<file path="src/sv/assert_macros.svh">
// assertion macros shared by the allocator rtl
// no dependencies; included by the files that carry assertions
`ifndef ASSERT_MACROS_SVH
`define ASSERT_MACROS_SVH

// property must hold at every clock edge outside reset
`define FFHA_ASSERT(label, clk, rst_n, prop, msg) \
  label: assert property (@(posedge clk) disable iff (!rst_n) prop) \
    else $error(msg);

// expression must never be true outside reset
`define FFHA_NEVER(label, clk, rst_n, expr, msg) \
  label: assert property (@(posedge clk) disable iff (!rst_n) !(expr)) \
    else $error(msg);

`endif

</file>
<file path="src/sv/ffha_pkg.sv">
// types, constants and command codes for the first-fit heap allocator
// no dependencies; used by ffha_dp, ffha_ctrl and the top level
package ffha_pkg;

  localparam int MAX_BLOCKS  = 64;
  localparam int PAGE_BYTES  = 4096;
  localparam int OFFSET_BITS = 24;

  localparam int IDX_W   = $clog2(MAX_BLOCKS);
  localparam int CNT_W   = $clog2(MAX_BLOCKS + 1);
  localparam int BYTES_W = 25;
  localparam int ADDR_W  = 32;
  localparam int REQ_W   = 24;
  localparam int ST_W    = 3;
  localparam int OP_W    = 2;
  localparam int LIVE_W  = 7;
  localparam int CALC_W  = OFFSET_BITS + 3;

  localparam int HDR_BYTES   = 24;
  localparam int FTR_BYTES   = 8;
  localparam int OVERHEAD    = HDR_BYTES + FTR_BYTES;
  localparam int ALIGN_BYTES = 8;
  localparam int SPLIT_SLACK = OVERHEAD + ALIGN_BYTES;

  localparam logic [OP_W-1:0] OP_ALLOC = 2'd0;
  localparam logic [OP_W-1:0] OP_FREE  = 2'd1;
  localparam logic [OP_W-1:0] OP_INIT  = 2'd2;

  localparam logic [ST_W-1:0] ST_OK        = 3'd0;
  localparam logic [ST_W-1:0] ST_NOOP      = 3'd1;
  localparam logic [ST_W-1:0] ST_NO_MEM    = 3'd2;
  localparam logic [ST_W-1:0] ST_BAD_PTR   = 3'd3;
  localparam logic [ST_W-1:0] ST_DBL_FREE  = 3'd4;
  localparam logic [ST_W-1:0] ST_TBL_FULL  = 3'd5;
  localparam logic [ST_W-1:0] ST_INIT_FAIL = 3'd6;

  typedef logic [4:0] cmd_code_t;

  localparam cmd_code_t C_NOP       = 5'd0;
  localparam cmd_code_t C_ACCEPT    = 5'd1;
  localparam cmd_code_t C_RD        = 5'd2;
  localparam cmd_code_t C_NEXT      = 5'd3;
  localparam cmd_code_t C_HIT       = 5'd4;
  localparam cmd_code_t C_GROW      = 5'd5;
  localparam cmd_code_t C_SHU_INIT  = 5'd6;
  localparam cmd_code_t C_SHU_WR    = 5'd7;
  localparam cmd_code_t C_SPLIT_INS = 5'd8;
  localparam cmd_code_t C_TAKE      = 5'd9;
  localparam cmd_code_t C_FREE_MARK = 5'd10;
  localparam cmd_code_t C_FWD_MERGE = 5'd11;
  localparam cmd_code_t C_SHD_WR    = 5'd12;
  localparam cmd_code_t C_DEC_COUNT = 5'd13;
  localparam cmd_code_t C_SET_PREV  = 5'd14;
  localparam cmd_code_t C_BWD_MERGE = 5'd15;
  localparam cmd_code_t C_INIT      = 5'd16;
  localparam cmd_code_t C_EMIT      = 5'd17;

  typedef struct packed {
    logic                   free;
    logic [OFFSET_BITS-1:0] size;
    logic [OFFSET_BITS-1:0] off;
  } entry_t;

  typedef struct packed {
    cmd_code_t       code;
    logic [ST_W-1:0] st;
  } cmd_t;

  typedef struct packed {
    logic [OP_W-1:0] op;
    logic            req_zero;
    logic            addr_zero;
    logic            init_ok;
    logic            scan_end;
    logic            hit_alloc;
    logic            hit_free;
    logic            split;
    logic            full;
    logic            grow_fit;
    logic            grow_room;
    logic            tbl_empty;
    logic            idx_gt_pos;
    logic            has_next;
    logic            fwd_ok;
    logic            shd_more;
    logic            pos_zero;
    logic            bwd_ok;
    logic            cur_free;
  } dp_stat_t;

  typedef struct packed {
    logic [ADDR_W-1:0]  region_base;
    logic [BYTES_W-1:0] initial_bytes;
    logic [BYTES_W-1:0] max_bytes;
  } cfg_t;

endpackage

</file>
<file path="src/sv/ffha_dp.sv">
// datapath: descriptor table memory, counters and heap arithmetic
// depends on ffha_pkg and assert_macros.svh; driven by ffha_ctrl commands
`include "assert_macros.svh"

module ffha_dp (
  input  logic                         clk,
  input  logic                         rst_n,
  input  ffha_pkg::cmd_t               cmd,
  input  ffha_pkg::cfg_t               cfg,
  input  logic [ffha_pkg::OP_W-1:0]    in_op,
  input  logic [ffha_pkg::REQ_W-1:0]   in_request_bytes,
  input  logic [ffha_pkg::ADDR_W-1:0]  in_free_address,
  output ffha_pkg::dp_stat_t           stat,
  output logic [ffha_pkg::ADDR_W-1:0]  out_result_address,
  output logic [ffha_pkg::ST_W-1:0]    out_status,
  output logic [ffha_pkg::LIVE_W-1:0]  out_live_count,
  output logic [ffha_pkg::BYTES_W-1:0] out_held_bytes,
  output logic [ffha_pkg::BYTES_W-1:0] out_heap_bytes
);

  localparam int CW = ffha_pkg::CALC_W;
  localparam int NW = ffha_pkg::CNT_W;
  localparam int BW = ffha_pkg::BYTES_W;
  localparam int AW = ffha_pkg::ADDR_W;
  localparam int OB = ffha_pkg::OFFSET_BITS;

  ffha_pkg::entry_t mem [ffha_pkg::MAX_BLOCKS];
  ffha_pkg::entry_t rd_r;
  ffha_pkg::entry_t cur_r;

  logic [ffha_pkg::OP_W-1:0] op_r;
  logic [BW-1:0]             wanted_r;
  logic [AW-1:0]             tgt_r;
  logic                      addr_zero_r;
  logic [NW-1:0]             idx_r;
  logic [NW-1:0]             pos_r;
  logic [NW-1:0]             count_r;
  logic [BW-1:0]             top_off_r;
  logic [NW-1:0]             live_cnt_r;
  logic [BW-1:0]             held_bytes_r;
  logic [AW-1:0]             res_addr_r;

  logic                      mem_we;
  logic [NW-1:0]             mem_wa;
  ffha_pkg::entry_t          mem_wd;

  logic [CW-1:0] cap, limit, init_round, wanted_c, grow, new_end, cur_sz, cur_end;
  logic [CW-1:0] rd_end, page_mask;
  logic [NW:0]   need;
  logic          split;
  logic [OB-1:0] final_sz;
  logic [BW-1:0] wanted_in;

  // heap arithmetic
  always_comb begin
    page_mask  = ~CW'(ffha_pkg::PAGE_BYTES - 1);
    cap        = CW'(1) << OB;
    limit      = (CW'(cfg.max_bytes) < cap) ? CW'(cfg.max_bytes) : cap;
    init_round = (CW'(cfg.initial_bytes) + CW'(ffha_pkg::PAGE_BYTES - 1)) & page_mask;
    wanted_c   = CW'(wanted_r);
    grow       = (wanted_c + CW'(ffha_pkg::OVERHEAD + ffha_pkg::PAGE_BYTES - 1)) & page_mask;
    new_end    = CW'(top_off_r) + grow;
    cur_sz     = CW'(cur_r.size);
    cur_end    = CW'(cur_r.off) + cur_sz + CW'(ffha_pkg::OVERHEAD);
    rd_end     = CW'(rd_r.off) + CW'(rd_r.size) + CW'(ffha_pkg::OVERHEAD);
    split      = cur_sz >= wanted_c + CW'(ffha_pkg::SPLIT_SLACK);
    final_sz   = split ? wanted_r[OB-1:0] : cur_r.size;
    need       = ((grow - CW'(ffha_pkg::OVERHEAD)) >=
                  (wanted_c + CW'(ffha_pkg::SPLIT_SLACK))) ? (NW+1)'(2) : (NW+1)'(1);
    wanted_in  = (BW'(in_request_bytes) + BW'(ffha_pkg::ALIGN_BYTES - 1)) &
                 ~BW'(ffha_pkg::ALIGN_BYTES - 1);
  end

  always_comb begin
    stat.op         = op_r;
    stat.req_zero   = (wanted_r == '0);
    stat.addr_zero  = addr_zero_r;
    stat.init_ok    = (init_round != '0) && (init_round <= limit);
    stat.scan_end   = (idx_r >= count_r);
    stat.hit_alloc  = rd_r.free && (CW'(rd_r.size) >= wanted_c);
    stat.hit_free   = (AW'(rd_r.off) == tgt_r);
    stat.split      = split;
    stat.full       = (count_r >= NW'(ffha_pkg::MAX_BLOCKS));
    stat.grow_fit   = (new_end <= limit);
    stat.grow_room  = ((NW+1)'(count_r) + need) <= (NW+1)'(ffha_pkg::MAX_BLOCKS);
    stat.tbl_empty  = (count_r == '0);
    stat.idx_gt_pos = (idx_r > pos_r);
    stat.has_next   = ((NW+1)'(pos_r) + (NW+1)'(1)) < (NW+1)'(count_r);
    stat.fwd_ok     = rd_r.free && (CW'(rd_r.off) == cur_end);
    stat.shd_more   = (idx_r < count_r);
    stat.pos_zero   = (pos_r == '0);
    stat.bwd_ok     = rd_r.free && (CW'(cur_r.off) == rd_end);
    stat.cur_free   = cur_r.free;
  end

  // table write port
  always_comb begin
    mem_we = 1'b0;
    mem_wa = pos_r;
    mem_wd = cur_r;
    case (cmd.code)
      ffha_pkg::C_SHU_WR: begin
        mem_we = 1'b1;
        mem_wa = idx_r + NW'(1);
        mem_wd = rd_r;
      end
      ffha_pkg::C_SPLIT_INS: begin
        mem_we      = 1'b1;
        mem_wa      = pos_r + NW'(1);
        mem_wd.free = 1'b1;
        mem_wd.size = OB'(cur_sz - wanted_c - CW'(ffha_pkg::OVERHEAD));
        mem_wd.off  = OB'(CW'(cur_r.off) + wanted_c + CW'(ffha_pkg::OVERHEAD));
      end
      ffha_pkg::C_TAKE: begin
        mem_we      = 1'b1;
        mem_wd.free = 1'b0;
        mem_wd.size = final_sz;
      end
      ffha_pkg::C_FREE_MARK: begin
        mem_we      = 1'b1;
        mem_wd.free = 1'b1;
      end
      ffha_pkg::C_FWD_MERGE: begin
        mem_we      = 1'b1;
        mem_wd.free = 1'b1;
        mem_wd.size = OB'(cur_sz + CW'(rd_r.size) + CW'(ffha_pkg::OVERHEAD));
      end
      ffha_pkg::C_SHD_WR: begin
        mem_we = 1'b1;
        mem_wa = idx_r - NW'(1);
        mem_wd = rd_r;
      end
      ffha_pkg::C_BWD_MERGE: begin
        mem_we      = 1'b1;
        mem_wa      = idx_r;
        mem_wd.free = 1'b1;
        mem_wd.off  = rd_r.off;
        mem_wd.size = OB'(CW'(rd_r.size) + cur_sz + CW'(ffha_pkg::OVERHEAD));
      end
      ffha_pkg::C_INIT: begin
        mem_we      = stat.init_ok;
        mem_wa      = '0;
        mem_wd.free = 1'b1;
        mem_wd.off  = '0;
        mem_wd.size = OB'(init_round - CW'(ffha_pkg::OVERHEAD));
      end
      default: begin
        mem_we = 1'b0;
      end
    endcase
  end

  always_ff @(posedge clk) begin
    if (mem_we) begin
      mem[mem_wa[ffha_pkg::IDX_W-1:0]] <= mem_wd;
    end
    if (cmd.code == ffha_pkg::C_RD) begin
      rd_r <= mem[idx_r[ffha_pkg::IDX_W-1:0]];
    end
  end

  // control-side counters
  always_ff @(posedge clk) begin
    if (!rst_n) begin
      count_r      <= '0;
      top_off_r    <= '0;
      live_cnt_r   <= '0;
      held_bytes_r <= '0;
    end else begin
      case (cmd.code)
        ffha_pkg::C_GROW: begin
          count_r   <= count_r + NW'(1);
          top_off_r <= BW'(new_end);
        end
        ffha_pkg::C_SPLIT_INS: count_r <= count_r + NW'(1);
        ffha_pkg::C_DEC_COUNT: count_r <= count_r - NW'(1);
        ffha_pkg::C_TAKE: begin
          live_cnt_r   <= live_cnt_r + NW'(1);
          held_bytes_r <= held_bytes_r + BW'(final_sz);
        end
        ffha_pkg::C_FREE_MARK: begin
          if (live_cnt_r != '0) begin
            live_cnt_r <= live_cnt_r - NW'(1);
          end
          held_bytes_r <= (held_bytes_r >= BW'(cur_r.size)) ?
                          held_bytes_r - BW'(cur_r.size) : '0;
        end
        ffha_pkg::C_INIT: begin
          count_r      <= stat.init_ok ? NW'(1) : '0;
          top_off_r    <= stat.init_ok ? BW'(init_round) : '0;
          live_cnt_r   <= '0;
          held_bytes_r <= '0;
        end
        default: begin
        end
      endcase
    end
  end

  // request payload, cursor and result registers
  always_ff @(posedge clk) begin
    case (cmd.code)
      ffha_pkg::C_ACCEPT: begin
        op_r        <= in_op;
        wanted_r    <= wanted_in;
        tgt_r       <= in_free_address - cfg.region_base - AW'(ffha_pkg::HDR_BYTES);
        addr_zero_r <= (in_free_address == '0);
        idx_r       <= '0;
        res_addr_r  <= '0;
      end
      ffha_pkg::C_NEXT:     idx_r <= idx_r + NW'(1);
      ffha_pkg::C_HIT: begin
        cur_r <= rd_r;
        pos_r <= idx_r;
      end
      ffha_pkg::C_GROW: begin
        cur_r.free <= 1'b1;
        cur_r.off  <= OB'(top_off_r);
        cur_r.size <= OB'(grow - CW'(ffha_pkg::OVERHEAD));
        pos_r      <= count_r;
      end
      ffha_pkg::C_SHU_INIT: idx_r <= count_r - NW'(1);
      ffha_pkg::C_SHU_WR:   idx_r <= idx_r - NW'(1);
      ffha_pkg::C_TAKE: begin
        res_addr_r <= cfg.region_base + AW'(cur_r.off) + AW'(ffha_pkg::HDR_BYTES);
      end
      ffha_pkg::C_FREE_MARK: begin
        cur_r.free <= 1'b1;
        idx_r      <= pos_r + NW'(1);
      end
      ffha_pkg::C_FWD_MERGE: begin
        cur_r.size <= OB'(cur_sz + CW'(rd_r.size) + CW'(ffha_pkg::OVERHEAD));
        idx_r      <= pos_r + NW'(2);
      end
      ffha_pkg::C_SHD_WR:    idx_r <= idx_r + NW'(1);
      ffha_pkg::C_SET_PREV:  idx_r <= pos_r - NW'(1);
      ffha_pkg::C_BWD_MERGE: idx_r <= pos_r + NW'(1);
      ffha_pkg::C_EMIT: begin
        out_result_address <= res_addr_r;
        out_status         <= cmd.st;
        out_live_count     <= ffha_pkg::LIVE_W'(live_cnt_r);
        out_held_bytes     <= held_bytes_r;
        out_heap_bytes     <= top_off_r;
      end
      default: begin
      end
    endcase
  end

  `FFHA_NEVER(a_count_bound, clk, rst_n,
    count_r > NW'(ffha_pkg::MAX_BLOCKS), "descriptor count above table depth")
  `FFHA_NEVER(a_live_bound, clk, rst_n,
    live_cnt_r > NW'(ffha_pkg::MAX_BLOCKS), "live block count above table depth")
  `FFHA_ASSERT(a_take_clears, clk, rst_n,
    (cmd.code == ffha_pkg::C_TAKE) |=> (live_cnt_r != '0), "take left no live block")

endmodule

</file>
<file path="src/sv/ffha_ctrl.sv">
// controller: sequences scan, split, growth and merge steps of one request
// depends on ffha_pkg and assert_macros.svh; commands ffha_dp
`include "assert_macros.svh"

module ffha_ctrl (
  input  logic               clk,
  input  logic               rst_n,
  input  logic               in_valid,
  output logic               in_stall,
  output logic               out_valid,
  input  logic               out_stall,
  input  ffha_pkg::dp_stat_t stat,
  output ffha_pkg::cmd_t     cmd
);

  localparam logic [4:0] S_IDLE      = 5'd0;
  localparam logic [4:0] S_DISP      = 5'd1;
  localparam logic [4:0] S_SCAN_RD   = 5'd2;
  localparam logic [4:0] S_SCAN_CK   = 5'd3;
  localparam logic [4:0] S_ALLOC_HIT = 5'd4;
  localparam logic [4:0] S_GROW_CK   = 5'd5;
  localparam logic [4:0] S_SHU_RD    = 5'd6;
  localparam logic [4:0] S_SHU_WR    = 5'd7;
  localparam logic [4:0] S_SPLIT_INS = 5'd8;
  localparam logic [4:0] S_TAKE      = 5'd9;
  localparam logic [4:0] S_FREE_HIT  = 5'd10;
  localparam logic [4:0] S_FWD_RD    = 5'd11;
  localparam logic [4:0] S_FWD_CK    = 5'd12;
  localparam logic [4:0] S_SHD_RD    = 5'd13;
  localparam logic [4:0] S_SHD_WR    = 5'd14;
  localparam logic [4:0] S_BWD_SETUP = 5'd15;
  localparam logic [4:0] S_BWD_RD    = 5'd16;
  localparam logic [4:0] S_BWD_CK    = 5'd17;
  localparam logic [4:0] S_DONE      = 5'd18;

  logic [4:0]                state_r, state_nxt;
  logic [ffha_pkg::ST_W-1:0] st_r, st_nxt;
  logic                      bwd_r, bwd_nxt;
  logic                      out_valid_r, out_valid_nxt;
  logic                      is_alloc;

  assign in_stall  = (state_r != S_IDLE);
  assign out_valid = out_valid_r;
  assign is_alloc  = (stat.op == ffha_pkg::OP_ALLOC);

  always_comb begin
    state_nxt     = state_r;
    st_nxt        = st_r;
    bwd_nxt       = bwd_r;
    out_valid_nxt = out_valid_r && out_stall;
    cmd.code      = ffha_pkg::C_NOP;
    cmd.st        = st_r;
    unique case (state_r)
      S_IDLE: begin
        if (in_valid) begin
          cmd.code  = ffha_pkg::C_ACCEPT;
          state_nxt = S_DISP;
        end
      end
      S_DISP: begin
        state_nxt = S_DONE;
        st_nxt    = ffha_pkg::ST_OK;
        case (stat.op)
          ffha_pkg::OP_ALLOC: begin
            if (stat.req_zero) begin
              st_nxt = ffha_pkg::ST_NOOP;
            end else begin
              state_nxt = S_SCAN_RD;
            end
          end
          ffha_pkg::OP_FREE: begin
            if (stat.addr_zero) begin
              st_nxt = ffha_pkg::ST_NOOP;
            end else begin
              state_nxt = S_SCAN_RD;
            end
          end
          ffha_pkg::OP_INIT: begin
            cmd.code = ffha_pkg::C_INIT;
            st_nxt   = stat.init_ok ? ffha_pkg::ST_OK : ffha_pkg::ST_INIT_FAIL;
          end
          default: st_nxt = ffha_pkg::ST_OK;
        endcase
      end
      S_SCAN_RD: begin
        if (stat.scan_end) begin
          if (is_alloc) begin
            state_nxt = S_GROW_CK;
          end else begin
            st_nxt    = ffha_pkg::ST_BAD_PTR;
            state_nxt = S_DONE;
          end
        end else begin
          cmd.code  = ffha_pkg::C_RD;
          state_nxt = S_SCAN_CK;
        end
      end
      S_SCAN_CK: begin
        if (is_alloc ? stat.hit_alloc : stat.hit_free) begin
          cmd.code  = ffha_pkg::C_HIT;
          state_nxt = is_alloc ? S_ALLOC_HIT : S_FREE_HIT;
        end else begin
          cmd.code  = ffha_pkg::C_NEXT;
          state_nxt = S_SCAN_RD;
        end
      end
      S_ALLOC_HIT: begin
        if (stat.split && stat.full) begin
          st_nxt    = ffha_pkg::ST_TBL_FULL;
          state_nxt = S_DONE;
        end else if (stat.split) begin
          cmd.code  = ffha_pkg::C_SHU_INIT;
          state_nxt = S_SHU_RD;
        end else begin
          state_nxt = S_TAKE;
        end
      end
      S_GROW_CK: begin
        state_nxt = S_DONE;
        if (stat.tbl_empty || !stat.grow_fit) begin
          st_nxt = ffha_pkg::ST_NO_MEM;
        end else if (!stat.grow_room) begin
          st_nxt = ffha_pkg::ST_TBL_FULL;
        end else begin
          cmd.code  = ffha_pkg::C_GROW;
          state_nxt = S_ALLOC_HIT;
        end
      end
      S_SHU_RD: begin
        if (stat.idx_gt_pos) begin
          cmd.code  = ffha_pkg::C_RD;
          state_nxt = S_SHU_WR;
        end else begin
          state_nxt = S_SPLIT_INS;
        end
      end
      S_SHU_WR: begin
        cmd.code  = ffha_pkg::C_SHU_WR;
        state_nxt = S_SHU_RD;
      end
      S_SPLIT_INS: begin
        cmd.code  = ffha_pkg::C_SPLIT_INS;
        state_nxt = S_TAKE;
      end
      S_TAKE: begin
        cmd.code  = ffha_pkg::C_TAKE;
        st_nxt    = ffha_pkg::ST_OK;
        state_nxt = S_DONE;
      end
      S_FREE_HIT: begin
        if (stat.cur_free) begin
          st_nxt    = ffha_pkg::ST_DBL_FREE;
          state_nxt = S_DONE;
        end else begin
          cmd.code  = ffha_pkg::C_FREE_MARK;
          state_nxt = stat.has_next ? S_FWD_RD : S_BWD_SETUP;
        end
      end
      S_FWD_RD: begin
        cmd.code  = ffha_pkg::C_RD;
        state_nxt = S_FWD_CK;
      end
      S_FWD_CK: begin
        if (stat.fwd_ok) begin
          cmd.code  = ffha_pkg::C_FWD_MERGE;
          bwd_nxt   = 1'b0;
          state_nxt = S_SHD_RD;
        end else begin
          state_nxt = S_BWD_SETUP;
        end
      end
      S_SHD_RD: begin
        if (stat.shd_more) begin
          cmd.code  = ffha_pkg::C_RD;
          state_nxt = S_SHD_WR;
        end else begin
          cmd.code = ffha_pkg::C_DEC_COUNT;
          if (bwd_r) begin
            st_nxt    = ffha_pkg::ST_OK;
            state_nxt = S_DONE;
          end else begin
            state_nxt = S_BWD_SETUP;
          end
        end
      end
      S_SHD_WR: begin
        cmd.code  = ffha_pkg::C_SHD_WR;
        state_nxt = S_SHD_RD;
      end
      S_BWD_SETUP: begin
        if (stat.pos_zero) begin
          st_nxt    = ffha_pkg::ST_OK;
          state_nxt = S_DONE;
        end else begin
          cmd.code  = ffha_pkg::C_SET_PREV;
          state_nxt = S_BWD_RD;
        end
      end
      S_BWD_RD: begin
        cmd.code  = ffha_pkg::C_RD;
        state_nxt = S_BWD_CK;
      end
      S_BWD_CK: begin
        if (stat.bwd_ok) begin
          cmd.code  = ffha_pkg::C_BWD_MERGE;
          bwd_nxt   = 1'b1;
          state_nxt = S_SHD_RD;
        end else begin
          st_nxt    = ffha_pkg::ST_OK;
          state_nxt = S_DONE;
        end
      end
      S_DONE: begin
        if (!out_valid_r || !out_stall) begin
          cmd.code      = ffha_pkg::C_EMIT;
          out_valid_nxt = 1'b1;
          state_nxt     = S_IDLE;
        end
      end
      default: state_nxt = S_IDLE;
    endcase
  end

  always_ff @(posedge clk) begin
    if (!rst_n) begin
      state_r     <= S_IDLE;
      out_valid_r <= 1'b0;
      st_r        <= ffha_pkg::ST_OK;
      bwd_r       <= 1'b0;
    end else begin
      state_r     <= state_nxt;
      out_valid_r <= out_valid_nxt;
      st_r        <= st_nxt;
      bwd_r       <= bwd_nxt;
    end
  end

  `FFHA_ASSERT(a_accept_dispatch, clk, rst_n,
    (state_r == S_IDLE && in_valid) |=> (state_r == S_DISP), "accepted request not dispatched")
  `FFHA_ASSERT(a_emit_from_done, clk, rst_n,
    (state_r == S_DONE && (!out_valid_r || !out_stall)) |=> (out_valid_r && state_r == S_IDLE),
    "result not presented on completion")
  `FFHA_ASSERT(a_only_done_emits, clk, rst_n,
    (cmd.code == ffha_pkg::C_EMIT) |-> (state_r == S_DONE), "emit outside done state")

endmodule

</file>
<file path="src/sv/first_fit_heap_allocator_top.sv">
// top level of the first-fit heap allocator: apb register file and the two halves
// depends on ffha_pkg, ffha_ctrl and ffha_dp
//
//   channel   direction  handshake             payload
//   in_       request    in_valid / in_stall   op, request_bytes, free_address
//   out_      result     out_valid / out_stall result_address, status, live_count,
//                                              held_bytes, heap_bytes
//   apb       config     psel/penable/pready   paddr, pwdata, prdata
//
// one request at a time; the descriptor table is a single-port memory walked one
// entry per read/write pair (scan, then insert or remove shifts)
// reset clears counts and heap size; table contents are undefined until init
// a finished result waits in the output register while the next request is taken
module first_fit_heap_allocator_top (
  input  logic                         clk,
  input  logic                         rst_n,
  input  logic                         in_valid,
  output logic                         in_stall,
  input  logic [ffha_pkg::OP_W-1:0]    in_op,
  input  logic [ffha_pkg::REQ_W-1:0]   in_request_bytes,
  input  logic [ffha_pkg::ADDR_W-1:0]  in_free_address,
  output logic                         out_valid,
  input  logic                         out_stall,
  output logic [ffha_pkg::ADDR_W-1:0]  out_result_address,
  output logic [ffha_pkg::ST_W-1:0]    out_status,
  output logic [ffha_pkg::LIVE_W-1:0]  out_live_count,
  output logic [ffha_pkg::BYTES_W-1:0] out_held_bytes,
  output logic [ffha_pkg::BYTES_W-1:0] out_heap_bytes,
  input  logic                         psel,
  input  logic                         penable,
  input  logic                         pwrite,
  input  logic [3:0]                   paddr,
  input  logic [31:0]                  pwdata,
  output logic [31:0]                  prdata,
  output logic                         pready
);

  // register word indexes
  localparam logic [1:0] REG_HEAP_BASE = 2'd0;
  localparam logic [1:0] REG_INITIAL   = 2'd1;
  localparam logic [1:0] REG_MAX       = 2'd2;

  ffha_pkg::cfg_t     cfg_r;
  ffha_pkg::cmd_t     cmd;
  ffha_pkg::dp_stat_t stat;
  logic               wr_en;

  assign pready = 1'b1;
  assign wr_en  = psel && penable && pwrite;

  // config writes land in the access phase
  always_ff @(posedge clk) begin
    if (!rst_n) begin
      cfg_r.region_base   <= '0;
      cfg_r.initial_bytes <= ffha_pkg::BYTES_W'(65536);
      cfg_r.max_bytes     <= ffha_pkg::BYTES_W'(16777216);
    end else if (wr_en) begin
      case (paddr[3:2])
        REG_HEAP_BASE: cfg_r.region_base   <= pwdata;
        REG_INITIAL:   cfg_r.initial_bytes <= pwdata[ffha_pkg::BYTES_W-1:0];
        REG_MAX:       cfg_r.max_bytes     <= pwdata[ffha_pkg::BYTES_W-1:0];
        default: begin
        end
      endcase
    end
  end

  // read mux, zero-extended
  always_comb begin
    unique case (paddr[3:2])
      REG_HEAP_BASE: prdata = cfg_r.region_base;
      REG_INITIAL:   prdata = 32'(cfg_r.initial_bytes);
      REG_MAX:       prdata = 32'(cfg_r.max_bytes);
      default:       prdata = '0;
    endcase
  end

  // sequencer for scan / split / merge steps
  ffha_ctrl u_ctrl (
    .clk       (clk),
    .rst_n     (rst_n),
    .in_valid  (in_valid),
    .in_stall  (in_stall),
    .out_valid (out_valid),
    .out_stall (out_stall),
    .stat      (stat),
    .cmd       (cmd)
  );

  // descriptor table and heap arithmetic
  ffha_dp u_dp (
    .clk                (clk),
    .rst_n              (rst_n),
    .cmd                (cmd),
    .cfg                (cfg_r),
    .in_op              (in_op),
    .in_request_bytes   (in_request_bytes),
    .in_free_address    (in_free_address),
    .stat               (stat),
    .out_result_address (out_result_address),
    .out_status         (out_status),
    .out_live_count     (out_live_count),
    .out_held_bytes     (out_held_bytes),
    .out_heap_bytes     (out_heap_bytes)
  );

endmodule
</file>
<file path="config.mk">
export PLATFORM = sky130hd
export DESIGN_NAME = first_fit_heap_allocator_top
export DESIGN_NICKNAME = d
export VERILOG_FILES = /design/src/sv/ffha_pkg.sv /design/src/sv/ffha_dp.sv /design/src/sv/ffha_ctrl.sv /design/src/sv/first_fit_heap_allocator_top.sv
export VERILOG_INCLUDE_DIRS = /design/src /design/src/sv
export SDC_FILE = /design/constraint.sdc
export NUM_CORES = 2
export LEC_CHECK = 0
export BUFFER_PORTS_ARGS = -buffer_cell sky130_fd_sc_hd__buf_2
export CORE_AREA = 2 2 595 597
export CTS_CLUSTER_DIAMETER = 100
export DETAILED_ROUTE_END_ITERATION = 8
export DIE_AREA = 0 0 597 599
export GPL_TIMING_DRIVEN = 0
export PLACE_DENSITY_LB_ADDON = 0.12
export REMOVE_ABC_BUFFERS = 1
export SETUP_SLACK_MARGIN = 0.3
export SLEW_MARGIN = 20
export SYNTH_ARGS = -nofsm -noshare
export SYNTH_HDL_FRONTEND = slang
export SYNTH_SLANG_ARGS = --single-unit
</file>
<file path="constraint.sdc">
create_clock -name clk -period 33.9 [get_ports clk]
set_input_delay 8.475 -clock clk [delete_from_list [all_inputs] [get_ports clk]]
set_output_delay 8.475 -clock clk [all_outputs]
set_load 0.1 [all_outputs]
</file>
==> flow_summary_export.csv <==
group,metric,value,unit
power_and_ir_drop,internal_power,0.00940,W
logic_synthesis,async_flop_share,0,%
power_and_ir_drop,combPwrFrac,31.1,%
timing,skew,0.0546,ns
cts,cts_setup_buffers,0,
timing,slew_headroom,23.1,%
global_route,grt_max_degree,82,
logic_synthesis,synth.avg_cell_area,17.2,sq um
floorplan,die_x,597,microns
layout,final_cell_mix,"edfxtp_1 (3,417), mux4_2 (979), nand2_1 (482)",
layout,fin_nets,11100,
routing,dr.pass1.iters,8,
critical_path,start_kind,"input pin",
routing,wl_per_cell,33.1,microns
outcome,status,"complete, no violations",
timing,tns,0,ns
routing,wirelength,512,mm
layout,drive_above_1_share,28.7,%
floorplan,dieArea,358000,sq um
timing,rsz0062_at_grt,"false",
logic_synthesis,synth_edf_count,3417,
timing,tightest_slew,1.15,ns
logic_synthesis,synth_ff_type,"edfxtp_1",
cts,htreeDepth,5,
global_route,grtUsageMet2,44.1,%
power_and_ir_drop,p_sw,0.00425,W
global_route,grt_pass1_wl,714,mm
power_and_ir_drop,ir_drop,0.0000484,V
power_and_ir_drop,leakagePower,65.7,nW
critical_path,r2r-end,"u_dp.cur_r[46]$_DFFE_PP_",
logic_synthesis,ys_ff_latch,3561,
timing,setup_viol_count_final,0,
cts,clk_pin_slew,0.05,ns
logic_synthesis,yosysSeqAreaShare,67.0,%
critical_path,required,25.42,ns
layout,layout.cells.most_common,"edfxtp_1",
global_route,use_met1,40.1,%
floorplan,start_util,44.8,%
logic_synthesis,syn_inst,9168,
logic_synthesis,ys_warn_count,0,
power_and_ir_drop,powerDensity,72.1,nW/um^2
critical_path,crit_start,"paddr[3]",
cts,post_cts_resized,0,
critical_path,crit_fanout,33,
cts,cts_sinks,3561,
timing,fin_crit,19.11,ns
floorplan,row_count,218,
cts,cts_tree,"yes",
timing,holdWs,0.415,ns
global_route,gr-usage-met3,4.88,%
routing,vias,95900,
routing,postRouteAntennaNets,0,
timing,hold_viol_final,0,
critical_path,reg2reg_depth,30,
floorplan,io_pins,228,
timing,post-route-period-util,56.4,%
critical_path,rr_startpoint,"u_dp.wanted_r[3]$_DFFE_PP_",
timing,report.final.slew_viol_count,0,
critical_path,critPathKind,"in -> out",
power_and_ir_drop,seqPwrFrac,38.7,%
power_and_ir_drop,p_clk_share,30.2,%
logic_synthesis,synth_area,157000,sq um
timing,fmax,52.3,MHz
power_and_ir_drop,p_sw_share,31.1,%
cts,clk-insertion-delay-late,0.96,ns
cts,root_buffer,"clkbuf_16",
placement,gp_congestion,0.941,
routing,first_iter_violations,11800,
global_route,gr-total-overflow,0,
global_route,first_global_vias,93400,
critical_path,end_kind,"primary output",
placement,dp_hpwl,390,mm
routing,drc_errors,0,
logic_synthesis,ys_types,102,
routing,drt-vias-per-instance,6.21,
cts,cts_hold_buf,0,
global_route,gr-max-usage-layer,"met2",
min_path,hold_path_class,"reg -> reg",
critical_path,cp.arrival,10.64,ns
critical_path,r2r_slack,24.28,ns
floorplan,die_y,599,microns
cts,cts_buffers,382,
global_route,grt_antenna_before_repair,18,
floorplan,core-area,351000,sq um
global_route,grt_use_total,28.3,%
layout,syn2layout_area_growth,20.3,%
placement,port_buffers,212,
cts,cts_buffer_depth,4,
flow_run,maxCapViolations,0,
critical_path,crit_end,"prdata[6]",
[cells in the mapped netlist (all sizes together), types with 166 or more instances]
library cell	number	area (sq um)
edfxtp	3417	103000
a21oi	390	1960
o21ai	272	1370
clkbuf	283	1060
inv	318	1190
xnor2	248	2170
mux4	979	22000
ha	462	5780
nor2	319	1200
nand2	488	1830
nor3	166	852
[through the flow]
stage	cells	setup slack [ns]	util (%)	total power, W	area, sq um
CTS	15400	14.78	53.9	0.0137	189000
global placement	13600	-44.54	46.3	0.0128	163000
detailed placement	14700	14.78	50.4	0.00961	177000
global route	15400	14.68	53.9	0.0142	189000
floorplan	8752	-8.26	-	0.00999	156000
finish	15400	14.79	53.9	0.0137	189000
[flip-flops by register name (all words and copies together) (netlist names), 5 cells and up]
register	cells
u_dp.mem	3136
cfg_r	82
u_dp.rd_r	49
u_dp.cur_r	48
u_dp.out_result_address	32
u_dp.res_addr_r	32
u_dp.tgt_r	32
u_dp.held_bytes_r	25
u_dp.out_held_bytes	25
u_dp.wanted_r	22
u_dp.out_heap_bytes	13
u_dp.top_off_r	13
u_dp.count_r	7
u_dp.idx_r	7
u_dp.live_cnt_r	7
u_dp.out_live_count	7
u_dp.pos_r	7
u_ctrl.state_r	5
[final cells by class]
| class | instances | area [sq um] |
|---|---|---|
| Antenna cell | 1 | 2.50 |
| Multi-Input combinational cell | 4871 | 50200 |
| Timing Repair Buffer | 1372 | 14500 |
| Tap cell | 4620 | 5780 |
| Fill cell | 27500 | 162000 |
| Inverter | 320 | 1210 |
| Clock inverter | 227 | 2250 |
| Sequential cell | 3561 | 105000 |
| Clock buffer | 470 | 10100 |
[worst max-delay path, cell delays in order]
cell and delay (ns):
buf_2 0.52, nor2b_4 0.78, nand2_1 0.12, o21ai_0 0.21
buf_2 0.51
[power by group through the flow]
stage               registers, W  clock network (W)  logic [W]
floorplan                0.00564                  0    0.00434
global route             0.00529            0.00436    0.00453
detailed placement       0.00537                  0    0.00423
CTS                      0.00528            0.00419    0.00425
global placement         0.00610                  0    0.00669
finish                   0.00529            0.00412    0.00425
[cells by family after synthesis]
kind of cell	Yosys count	share of synthesized area, %
XOR/XNOR	385	2.20
AO/OA/AOI/OAI	1273	5.25
multiplexers	1124	14.9
buffers and inverters	747	1.82
other	2	0.00477
adder cells (fa/ha/maj)	479	3.85
AND/OR/NAND/NOR	1597	4.96
flip-flops	3561	67.0
[layer usage]
metal | vias up | part of all wire [%]
met1 | 50500 | 41
met2 | 4765 | 46
met3 | 854 | 8.8
met4 | 10 | 4.3
li1 | 39800 | -
met5 | - | 0.011
[worst min-delay path by stage]
stage / endpoint / depth (start not counted) / from / slack (ns)
floorplan: u_dp.out_result_address[0]$_DFFE_PN_ / 0 / u_dp.res_addr_r[0]$_SDFFCE_PP0P_ / 0.40
global placement: u_dp.out_result_address[29]$_DFFE_PN_ / 0 / u_dp.res_addr_r[29]$_SDFFCE_PP0P_ / 0.40
detailed placement: u_dp.out_result_address[6]$_DFFE_PN_ / 0 / u_dp.res_addr_r[6]$_SDFFCE_PP0P_ / 0.40
CTS: u_dp.out_result_address[6]$_DFFE_PN_ / 0 / u_dp.res_addr_r[6]$_SDFFCE_PP0P_ / 0.41
global route: u_dp.out_result_address[19]$_DFFE_PN_ / 0 / u_dp.res_addr_r[19]$_SDFFCE_PP0P_ / 0.42
finish: u_dp.out_result_address[6]$_DFFE_PN_ / 0 / u_dp.res_addr_r[6]$_SDFFCE_PP0P_ / 0.42
Note: power is estimated with default switching activity, not from simulation.
